<file path="src/design/ntr_ram.sv">
// Generic single-clock RAM: one write port, one read port, registered read data.
// Depends on nothing.
module ntr_ram #(
   parameter int WIDTH = 8,
   parameter int DEPTH = 64
) (
   input  logic                     clock,
   input  logic                     wr_en,
   input  logic [$clog2(DEPTH)-1:0] wr_addr,
   input  logic [WIDTH-1:0]         wr_data,
   input  logic                     rd_en,
   input  logic [$clog2(DEPTH)-1:0] rd_addr,
   output logic [WIDTH-1:0]         rd_data
);
   logic [WIDTH-1:0] mem_ff [DEPTH];
   logic [WIDTH-1:0] rd_data_ff;

   always_ff @(posedge clock) begin
      if (wr_en) begin
         mem_ff[wr_addr] <= wr_data;
      end
      if (rd_en) begin
         rd_data_ff <= mem_ff[rd_addr];
      end
   end

   assign rd_data = rd_data_ff;
endmodule

</file>
<file path="config.mk">
export PLATFORM = sky130hd
export DESIGN_NAME = ntr_ram
export DESIGN_NICKNAME = d
export VERILOG_FILES = /design/src/design/ntr_ram.sv
export SDC_FILE = /design/constraint.sdc
export NUM_CORES = 1
export LEC_CHECK = 0
export BUFFER_PORTS_ARGS = -buffer_cell sky130_fd_sc_hd__clkbuf_2
export CAP_MARGIN = 20
export CELL_PAD_IN_SITES_DETAIL_PLACEMENT = 0
export CELL_PAD_IN_SITES_GLOBAL_PLACEMENT = 2
export CORE_AREA = 2 2 187 226
export DETAILED_ROUTE_END_ITERATION = 6
export DIE_AREA = 0 0 189 228
export PLACE_DENSITY_LB_ADDON = 0.3
export SKIP_LAST_GASP = 1
export SLEW_MARGIN = 5
export SYNTH_ARGS = -nofsm -noshare
export SYNTH_HDL_FRONTEND = slang
export SYNTH_SLANG_ARGS = --single-unit
</file>
<file path="constraint.sdc">
create_clock -name clock -period 2.29 [get_ports clock]
set_clock_uncertainty 0.1 [all_clocks]
set_input_delay 0 -clock clock [delete_from_list [all_inputs] [get_ports clock]]
set_output_delay 0 -clock clock [all_outputs]
set_load 0.01 [all_outputs]
</file>
======== Word level (Yosys, flattened, before mapping) ========
Memory sizes are Yosys's and may differ from the RTL's. A register that Yosys moved wholly into a read port is not among the register bits.
Index checks and enable logic that the tools add are counted.
cells by class
  add/sub/neg operators ................... 0
  multiply operators ...................... 0
  div/mod/pow operators ................... 0
  order comparisons ....................... 0
  equality and inequality tests ........... 0
  shifts and indexed selects .............. 0
  muxes and demuxes ....................... 2
  bitwise gates (word level) .............. 0
  reductions and logical operators ........ 0
operators with widths
  cell               count
  two-way mux 1 bit  2
storage, ports and cells
  flip-flop bits (word level) ............. 0
  bits in latches ......................... 0
  memory bits (writable) .................. 512
  ROM bits ................................ 0
  input port bits ......................... 23
  output and inout bits ................... 8
  logic and storage cells ................. 3
  memories ................................ 1
memories
  name    words  bits a word  rd ports  clocked after memory_dff  write ports  RTL line  RTL
  mem_ff  64     8            1         1                         1            15        logic [WIDTH-1:0] mem_ff [DEPTH];

======== Logic depth before layout (Yosys ltp) ========
  depth in word-level cells ............... 2
  depth in mapped cells ................... 9
  mapped depth without buffers ............ 5

======== Least setup slack after synthesis ========
OpenSTA, ideal clock, no wires.
  path type ............................... register to register
  start ................................... memory mem_ff[29][4]
  end ..................................... register rd_data_ff[4] (netlist: rd_data[4]) (read register of mem_ff) (data pin)
  library setup time ...................... 0.270 ns
  arrival time ............................ 1.560 ns
  required time ........................... 1.920 ns
  slack ................................... 0.360 ns
  cell stages (with the launch flop) ...... 6
  path buffers ............................ 0
  period minus slack after synthesis ...... 1.930 ns
  cell sequence ........................... edfxtp_1 -> mux4_2 -> mux2_2 -> o221a_2 -> nor3_1 -> o32ai_1
RTL lines
  what         RTL line  RTL
  from (decl)  15
  to (decl)    16        logic [WIDTH-1:0] rd_data_ff;

==> run summary <==
WORST SETUP PATH
--------------------------------------------------------------------------------------
Worst flop-to-flop path startpoint ...................................... mem_ff[14][2]$_DFFE_PP_
Maximum net fanout on the critical path .................................            1
Critical-path top delay cell ............................................       mux4_2
Classification of the worst setup path .................................. flop to flop
R2R Setup Slk ...........................................................      0.07 ns
Crit path DAT ...........................................................      2.45 ns
Crit-path cells ......................................................... mux4_2, mux4_2, nor2_1, nor3_1, o2bb2ai_1
Startpoint type of the worst setup path .................................         flop
FF-to-FF End ............................................................ rd_data[2]$_DFFE_PP_
Buffering stage count on the worst path with inverters included .........            0
Critical Path RT ........................................................      2.51 ns
Worst reg2reg path depth ................................................            5
Cell family contributing the most delay on the critical path ............ multiplexers
Stage delay of the slowest cell on the critical path ....................      0.49 ns
Critical Path End Type ..................................................         flop
Most common cell on crit path ...........................................       mux4_2
Crit. Startpoint ........................................................ mem_ff[14][2]$_DFFE_PP_

RUN
--------------------------------------------------------------------------------------
Maxcap violations .......................................................            0

FLOORPLANNING
--------------------------------------------------------------------------------------
Core box area ........................................................... 0.0411 sq mm
Initial standard-cell utilization of the core ...........................        49.2%
Die outline area ........................................................ 0.0431 sq mm
Die Ht ..................................................................       228 um
Number of cell rows .....................................................           82
Top-level port count ....................................................           31
Die span in x ...........................................................       189 um

GLOBAL ROUTE
--------------------------------------------------------------------------------------
Vias in the first global route ..........................................        10400
Overflow after GRT ......................................................            0
Number of antenna violations at the first check in global routing .......            0
Pin count of the biggest net entering global routing ....................           65
First-pass GRT wire length ..............................................     67300 um
Overall fraction of global-route tracks in use ..........................        21.5%

LOGIC SYNTHESIS
--------------------------------------------------------------------------------------
Number of instances in the synthesized netlist ..........................          940
Primary flip-flop cell chosen by synthesis mapping ......................     edfxtp_1
Share of cell area taken by muxes after synthesis .......................        15.9%
Syn nets ................................................................          963
Async SR Flop Fraction ..................................................           0%
Count of state elements after synthesis .................................          520
Count of flip-flops with a built-in enable after synthesis ..............          520
Simple-gate area share of the yosys netlist .............................        3.37%
Share of the synthesized area in compound gates (AO/OA/AOI/OAI) .........        2.06%
Fraction of synthesized cell area in xor and xnor cells .................           0%
Mean instance size in the synthesized netlist ...........................   21.5 sq um
Share of the synthesized area in the top cell type ......................        77.1%
Area share of fa/ha/maj cells after synthesis ...........................           0%
Largest area contributor in the synthesized netlist .....................     edfxtp_1
Share of the yosys chip area belonging to registers .....................        77.1%
Post-synthesis instance area ............................................ 0.0202 sq mm
Synth unique cells ......................................................           39
Warnings from Yosys .....................................................            0
Combinational family with the most area after synthesis ................. multiplexers
Cell types with the largest area share after synthesis .................. edfxtp_1 77%, mux4_2 14%, nor2_1 1.5%

PLACEMENT
--------------------------------------------------------------------------------------
Final estimated routing congestion in global placement ..................        0.794
Count of buffers inserted at the top-level ports ........................           30
Detailed placer's ending HPWL ...........................................     29300 um
Worst Setup Slack post-DPL ..............................................    -0.404 ns

FINAL LAYOUT
--------------------------------------------------------------------------------------
Fraction of layout instances using a drive strength above 1 .............        32.0%
Number of filler instances in the final layout ..........................         3043
Combined area of the multi-input logic cells ............................ 0.00433 sq mm
Post-layout net count ...................................................         1132
Layout area overhead ....................................................        16.0%
Sequential Area ......................................................... 0.0156 sq mm
Antenna fix cells .......................................................            0

OUTCOME
--------------------------------------------------------------------------------------
Status ..................................................................    completed

ROUTING
--------------------------------------------------------------------------------------
Detail-routed via count per cell ........................................         5.85
First-iteration detailed-routing DRC count ..............................         1043
WL/cell .................................................................      26.7 um
Total wire length after detailed routing ................................     45100 um
Count of antenna-violating nets left after detailed routing .............            0
Detailed Routing Iterations Pass 1 ......................................            5
DRC errors left .........................................................            0
Total number of vias ....................................................         9868

CLOCK TREE
--------------------------------------------------------------------------------------
Clock H-tree levels .....................................................            2
Root buffer selected by CTS .............................................    clkbuf_16
Clock Sinks .............................................................          520
Number of buffers inserted by post-CTS setup repair .....................            0
Number of buffers on the longest clock path .............................            3
CTS tree ................................................................          yes
Clock slew at the register clock pins of the worst setup and hold paths .      0.06 ns
Clock latency on the worst-skew pair ....................................      0.57 ns
Number of CTS-inserted buffers ..........................................           48

HOLD PATH
--------------------------------------------------------------------------------------
Hold wc startpoint ......................................................        wr_en
Hold WC Path Type ....................................................... input port to flop
Endpoint of the worst hold-timing path .................................. mem_ff[61][5]$_DFFE_PP_
Hold Path Stages ........................................................            3

POWER AND IR DROP
--------------------------------------------------------------------------------------
Leakage power ...........................................................      7.59 nW
IR drop worst, VDD ......................................................       544 uV
PnR Total Power .........................................................      19.3 mW
Power Density ...........................................................  821 mW/mm^2

STA
--------------------------------------------------------------------------------------
Achievable Freq .........................................................      450 MHz
Measured slew at the worst slew-check pin ...............................     0.992 ns
Setup WS post-layout ....................................................    0.0655 ns
Unrepaired setup endpoints after global routing .........................           no
Final max-slew violation count ..........................................            0
Post-route minimum period ...............................................      2.22 ns
Relative slew margins ...................................................        33.9%
Final Hold Fails ........................................................            0
Endpoints failing setup .................................................            0
Final clock period utilization by the worst path ........................        97.1%
Sum of negative setup slack .............................................         0 ns

## layout by cell type, fill, tap and decap left out, drive strengths merged, types with 6 or more instances in the layout
master and count:
nor2b 14, nand2b 7, nand2 19, buf 133, clkbuf 89, nor3 7
o221ai 8, o22ai 8, a221oi 6, dlygate4sd3 9, clkinv 16, mux2 13
mux4 126, nor2 83, edfxtp 520, nand3 13, mux2i 23
## metrics by stage
step	area [sq um]	hold slack (ns)	instances	utilization (%)
floorplan	20200	-0.00113	940	-
global placement	21900	0.337	1596	53.3
detailed placement	21900	0.328	1596	53.3
CTS	23500	0.00817	1688	57.1
global route	23500	0.0490	1688	57.1
finish	23500	0.0225	1688	57.1
## registers in the layout (all words and copies together) (netlist names)
signal and flops:
rd_data 8, mem_ff 512
## cell usage after synthesis, types with 4 or more instances
cell type,count
nand2_1,19
nor3_1,7
nand2b_1,7
buf_6,4
mux2_2,13
a221oi_1,6
buf_2,11
nand3_1,13
nor2b_1,14
edfxtp_1,520
buf_4,13
mux4_2,126
clkbuf_1,17
a211oi_1,4
nor2_1,83
buf_1,4
mux2i_1,23
o221ai_1,8
o22ai_1,8
## per-layer routing
layer	global-route usage, %	wire length (um)	vias to the layer above
met1	29.5	18800	5239
met3	3.37	2390	70
li1	-	-	4273
met4	5.86	1030	0
met2	36.1	22800	286
met5	0	0	-
## timing repair
item | CTS | global route
gates resized for setup | 2 | 1
hold buffers | 9 | 0
hold endpoints to repair | 143 | 0
endpoints found under the setup margin | 1 | 1
## tightest hold or removal path, cell delays in order
cell and delay [ns]:
clkbuf_2 0.15, nand3_1 0.23, nor2_1 0.13
## layout make-up
class	instances	share of cell area, %
Clock inverter	22	0.895
Tap cell	546	2.91
Sequential cell	520	66.5
Multi-Input combinational cell	369	18.4
Timing Repair Buffer	170	5.91
Clock buffer	61	5.41
## where the power goes
part	switching, mW	total, mW	internal, mW
clock network	3.30	7.66	4.36
registers	0.0244	10.6	10.6
logic	0.614	1.05	0.440
total	3.94	19.3	15.4
## kinds of logic (layout without fill, tap and decap cells)
logic type | count (synthesis) | after routing
flops | 520 | 520
mux | 162 | 162
buf+inv | 51 | 253
simple gates | 153 | 153
compound gates | 54 | 54
## how the worst max path moves through the flow
stage | slack (ns) | to | cells past startpoint
5_1_grt | 0.03 | rd_data[4]$_DFFE_PP_ | 5
4_1_cts | 0.03 | rd_data[6]$_DFFE_PP_ | 5
3_3_place_gp | -0.36 | rd_data[5]$_DFFE_PP_ | 7
6_report | 0.07 | rd_data[2]$_DFFE_PP_ | 5
2_1_floorplan | 0.36 | rd_data[4]$_DFFE_PP_ | 5
3_5_place_dp | -0.40 | rd_data[5]$_DFFE_PP_ | 7
Note: power is estimated with default switching activity, not from simulation.
