[config.mk]
export PLATFORM = sky130hd
export DESIGN_NAME = ntr_way_match
export DESIGN_NICKNAME = d
export VERILOG_FILES = /design/src/design/ntr_pkg.sv /design/src/design/ntr_way_match.sv
export SDC_FILE = /design/constraint.sdc
export NUM_CORES = 1
export LEC_CHECK = 0
export ABC_AREA = 1
export ABC_CLOCK_PERIOD_IN_PS = 2250
export BUFFER_PORTS_ARGS = -buffer_cell sky130_fd_sc_hd__buf_2
export CAP_MARGIN = 20
export CELL_PAD_IN_SITES_DETAIL_PLACEMENT = 1
export CELL_PAD_IN_SITES_GLOBAL_PLACEMENT = 2
export CORE_AREA = 3 3 164 166
export DETAILED_ROUTE_END_ITERATION = 10
export DIE_AREA = 0 0 167 169
export PLACE_DENSITY_LB_ADDON = 0.3
export SYNTH_ARGS = -nofsm -noshare
export SYNTH_HDL_FRONTEND = slang
export SYNTH_SLANG_ARGS = --single-unit
export TNS_END_PERCENT = 50
[constraint.sdc]
create_clock -name vclk -period 2.25
set_input_delay 0.3375 -clock vclk [all_inputs]
set_output_delay 0.3375 -clock vclk [all_outputs]
set_load 0.05 [all_outputs]
[src/design/ntr_pkg.sv]
// Shared types, constants and codes for the neighbor table resolver.
// No dependencies; every other file of the block but ntr_ram imports this package.
package ntr_pkg;

   // Field widths
   localparam int KEY_W  = 32;
   localparam int MAC_W  = 48;
   localparam int TYPE_W = 16;
   localparam int ID_W   = 16;
   localparam int WAIT_W = 16;
   localparam logic [WAIT_W-1:0] WAIT_MAX = {WAIT_W{1'b1}};

   // Default geometry
   localparam int DEF_BUCKETS = 64;
   localparam int DEF_WAYS    = 4;

   // Stream packing
   localparam int REQ_DATA_W   = KEY_W + MAC_W + TYPE_W + ID_W;
   localparam int RSP_FIELDS_W = 2*MAC_W + TYPE_W + ID_W + 2*KEY_W + 1 + WAIT_W;
   localparam int RSP_DATA_W   = ((RSP_FIELDS_W + 7) / 8) * 8;
   localparam int RSP_PAD_W    = RSP_DATA_W - RSP_FIELDS_W;

   typedef enum logic [1:0] {
      MODE_ADD    = 2'd0,
      MODE_DELETE = 2'd1,
      MODE_LOOKUP = 2'd2,
      MODE_OUTPUT = 2'd3
   } mode_type;

   typedef enum logic [1:0] {
      STATUS_OK        = 2'd0,
      STATUS_EXISTS    = 2'd1,
      STATUS_NOT_FOUND = 2'd2,
      STATUS_NO_ROOM   = 2'd3
   } status_type;

   typedef enum logic [1:0] {
      ACT_NONE     = 2'd0,
      ACT_TRANSMIT = 2'd1,
      ACT_HOLD     = 2'd2
   } action_type;

   typedef enum logic [0:0] {
      REG_PORT_MAC = 1'b0,
      REG_PORT_IP  = 1'b1
   } csr_reg_type;

   typedef enum logic [2:0] {
      S_CLEAR,
      S_IDLE,
      S_HASH,
      S_MATCH,
      S_UPDATE
   } state_type;

   // One way of a bucket row
   typedef struct packed {
      logic [KEY_W-1:0]  key;
      logic [MAC_W-1:0]  mac;
      logic              resolved;
      logic [WAIT_W-1:0] waiting;
   } entry_type;

   localparam int ENTRY_W = $bits(entry_type);

   // Result of the parallel way compare
   typedef struct packed {
      logic hit;
      logic room;
   } match_flags_type;

endpackage

[src/design/ntr_way_match.sv]
// Parallel compare of a bucket row: lowest used way holding the key, and
// lowest free way. Depends on ntr_pkg.
module ntr_way_match #(
   parameter int WAYS  = ntr_pkg::DEF_WAYS,
   parameter int WAY_W = (WAYS > 1) ? $clog2(WAYS) : 1
) (
   input  logic [ntr_pkg::KEY_W-1:0]        key,
   input  logic [WAYS-1:0]                  used,
   input  ntr_pkg::entry_type [WAYS-1:0]    ents,
   output ntr_pkg::match_flags_type         flags,
   output logic [WAY_W-1:0]                 hit_way,
   output logic [WAY_W-1:0]                 free_way
);
   import ntr_pkg::*;

   // Scan from the top so the lowest way wins
   always_comb begin
      flags    = '0;
      hit_way  = '0;
      free_way = '0;
      for (int w = WAYS - 1; w >= 0; w--) begin
         if (used[w] && ents[w].key == key) begin
            flags.hit = 1'b1;
            hit_way   = WAY_W'(w);
         end
         if (!used[w]) begin
            flags.room = 1'b1;
            free_way   = WAY_W'(w);
         end
      end
   end
endmodule
After elaboration in Yosys (flattened, before gate mapping)
Index checks and enable logic that the tools add are counted.
{"block": "totals", "mem_bits_ro": 0, "mem_bits_rw": 0, "word_cells": 24, "output_inout_bits": 6, "in_bits": 424, "memories": 0, "ff_bits": 0, "latchBits": 0}
{"block": "op_classes", "multipliers": 0, "n_lt_le_gt_ge": 0, "n_addsub": 0, "n_mux": 16, "div_mod_pow": 0, "n_eq_ne": 4, "bitwise_logic": 0, "n_shift": 0, "n_reduce_logical": 4}
{"cell": "== test 32 bit", "n": 4}
{"cell": "2-to-1 mux 2 bit", "n": 8}
{"cell": "2-to-1 mux 1 bit", "n": 8}
{"cell": "logical AND 1 bit", "n": 4}

Depth between registers and ports, before layout
{"block": "logic_depth", "ltp_word": 6, "mapped_depth": 12, "ltp_nobuf": 12}

Least setup slack after synthesis
Ideal clock, no wire load.
{"block": "synth_path", "kind": "in2out", "start": "input key[31] (netlist bit)", "end": "output hit_way[0]", "path_stages": 7, "t_arrival_ns": 1.820, "slack_ns": 0.092, "cell_sequence": "buf_2 > xor2_1 > nor2_1 > nand2_1 > nor3_2 > nand3_1 > a21oi_1"}
{"block": "synth_via", "elab_chain_cells": 6, "elab_cells_between_ends": 12}
{"item": "from (decl)", "line_no": "ntr_way_match.sv:7", "rtl": "input logic [ntr_pkg::KEY_W-1:0] key,"}
{"item": "== test 32 bit", "line_no": "ntr_way_match.sv:22", "rtl": "if (used[w] && ents[w].key == key) begin"}
{"item": "logical AND 1 bit", "line_no": "ntr_way_match.sv:22"}
{"item": "2-to-1 mux 2 bit (3 in a row)", "line_no": "ntr_way_match.sv:22"}
{"item": "2-to-1 mux 2 bit *", "line_no": "ntr_way_match.sv:22"}
{"item": "to (decl)", "line_no": "ntr_way_match.sv:11", "rtl": "output logic [WAY_W-1:0] hit_way,"}
Every way passes the cells marked *; elsewhere a longest branch is shown, timed or not.

==> flow_metrics.py <==
metrics = {
    "outcome": {
        "outcome": "finished, final reports clean",
    },
    "yosys": {
        "yosys.area_share.adder": 0,
        "synth_seq_area_share": 0,
        "synth_area_per_cell_sq_um": 4.48,
        "syn_nets": 898,
        "ys_types": 26,
        "netlist_instances": 474,
        "synth_top_area_frac": 0.337,
        "yosysTopAreaCell": "nand2_1",
        "synth_compound_area_frac": 0.144,
        "synth_top_family_by_area": "simple AND/OR/NAND/NOR gates",
        "synth_mux_area_frac": 0,
        "synth_area_sq_mm": 0.00212,
        "synth-xor-area-share": 0.165,
        "yosys_warnings": 0,
        "synth.top_cells.by_area": "nand2_1 34%, inv_1 13%, xnor2_1 12%",
        "synth-simple-area-share": 0.508,
    },
    "min_path": {
        "hold_end": "flags[0]",
        "whs_path_depth": 3,
        "min_from": "used[0]",
        "hold_path.class": "in -> out",
    },
    "floorplan": {
        "die_area_sq_mm": 0.0282,
        "die_width_um": 167,
        "start_util": 0.0825,
        "fp.dieH_um": 169,
        "row_count": 59,
        "io_pins": 430,
        "fp.coreArea_sq_mm": 0.0258,
    },
    "critical_path": {
        "crit_arrival_ns": 1.85,
        "endpoint_kind": "output pin",
        "cp_max_fo": 7,
        "critical_path_class": "in -> out",
        "cp.required_ns": 1.91,
        "start_kind": "input port",
    },
    "sta": {
        "finalCritPeriodShare": 0.971,
        "finalHoldViolCount": 0,
        "worst_slew_pin_slew_ns": 0.302,
        "slew_violations": 0,
        "finalSetupViolations": 0,
        "fin_crit_ns": 2.18,
        "rsz0062_at_grt": "true",
        "maxSlewHeadroom": 0.797,
        "max_clock_freq_mhz": 458,
    },
    "layout": {
        "drive_gt1_frac": 0.354,
        "fin_area_sq_mm": 0.00367,
        "layout_common_cells": "185 x nand2_1, 164 x buf_2, 73 x inv_1",
        "design.seq.count": 0,
        "clkbuf_count": 0,
        "fin_nets": 1087,
        "final_common_cell": "nand2_1",
        "area_growth_pct": 72.7,
        "register_area_sq_um": 0,
    },
    "power": {
        "pwr_density_cell_mw_per_mm2": 172,
        "finalPower_uw": 632,
        "p_leak_nw": 2.05,
        "irDropWorstVdd_uv": 51.5,
    },
    "route": {
        "dr_wl_met3_um": 940,
        "highest_layer": "met5",
        "vias": 3384,
        "antenna_left": 0,
        "drc": 0,
        "drt_wl_total_um": 16800,
        "wl_met1_um": 8210,
        "wire_per_inst_um": 16.9,
        "vias_per_cell": 3.39,
        "drtIter0Drc": 98,
        "met2_length_um": 7570,
        "first_pass_iters": 4,
    },
    "grt": {
        "grt_pass1_vias": 3572,
        "grt_use_total": 0.114,
        "grt_overflow_total": 0,
        "grt_pass1_wl_um": 23500,
        "grt_max_degree": 8,
        "grt_antenna_before_repair": 5,
    },
    "placed_design": {
        "place_area_sq_mm": 0.00353,
        "hpwl_um": 15800,
        "place.gp.congestion": 0.818,
        "io_buffer_count": 170,
    },
    "clock_network": {
        "cts_hold_buf": 0,
    },
    "job": {
        "drv_cap": 0,
    },
}
per-layer routing:
| layer | GRT usage | vias up |
|---|---|---|
| met1 | 0.162 | 1473 |
| met4 | 0.00538 | 6 |
| li1 | - | 1791 |
| met2 | 0.189 | 104 |
| met5 | 0 | - |
| met3 | 0.0217 | 10 |
through the flow:
step / util / hold slack, ns / setup TNS, ns / setup WS, ns / cells
2_1_floorplan: - / 0.897 / 0 / 0.0925 / 474
3_3_place_gp: 0.137 / 1.06 / -0.142 / -0.0966 / 994
3_5_place_dp: 0.137 / 1.06 / -0.0957 / -0.0580 / 994
4_1_cts: 0.137 / 1.06 / 0 / 0.0247 / 994
5_1_grt: 0.142 / 1.10 / -0.0823 / -0.0419 / 998
6_report: 0.142 / 1.06 / 0 / 0.0651 / 999
timing repair:
| action | 4_1_cts | 5_1_grt |
|---|---|---|
| pin swaps | 0 | 12 |
| hold endpoints to repair | 0 | 0 |
| gates resized for setup | 5 | 29 |
| buffers inserted | 0 | 2 |
| endpoints found under the setup margin | 3 | 3 |
cell usage after synthesis:
cell type	number
a21boi_0	1
a21oi_1	4
buf_2	2
buf_4	1
clkinv_1	2
inv_1	74
inv_2	23
nand2_1	191
nand3_1	11
nand3b_1	1
nand4_1	2
nor2_1	61
nor2_2	2
nor2b_1	1
nor3_1	2
nor3_2	1
o211ai_1	2
o21ai_0	37
o21ai_1	7
o21bai_1	1
o221ai_1	2
o22ai_1	3
or2_0	2
or2_1	1
xnor2_1	28
xor2_1	12
cell families after synthesis:
logic type	count (synthesis)
AND/OR/NAND/NOR	275
XOR/XNOR	40
AO/OA/AOI/OAI	57
buffers and inverters	102
critical path, stage by stage:
cell     delay [ns]
buf_2          0.17
nand2_1        0.08
o21ai_1        0.05
or2_1          0.22
nor2_1         0.11
buf_4          0.14
nand2_1        0.04
nor2_1         0.13
inv_1          0.08
nor2_2         0.13
nor2_1         0.06
nand2_1        0.11
buf_6          0.17
worst max-delay path by stage:
stage / slack [ns] / endpoint / from / cells after the start
finish: 0.07 / flags[1] / key[22] / 13
floorplan: 0.09 / hit_way[0] / key[31] / 7
CTS: 0.02 / flags[1] / key[17] / 13
global route: -0.04 / flags[1] / key[9] / 13
global placement: -0.1 / hit_way[1] / key[31] / 12
detailed placement: -0.06 / hit_way[1] / key[31] / 12
area by class of cell:
class	instances	area, sq um
fill	3282	22100
multi-input combinational	372	1820
timing repair buffer	190	1040
tap	335	419
inverter	99	375
antenna	3	7.51
report_power, final:
part | leakage [nW] | total, mW | switching, mW | internal (mW)
Combinational | 2.05 | 0.632 | 0.368 | 0.263
Clock | 0.0000190 | 0.000000163 | 0 | 0.000000163
Sequential | 0 | 0 | 0 | 0
Total | 2.05 | 0.632 | 0.368 | 0.263
No activity file was read; power rests on OpenSTA's default activity.
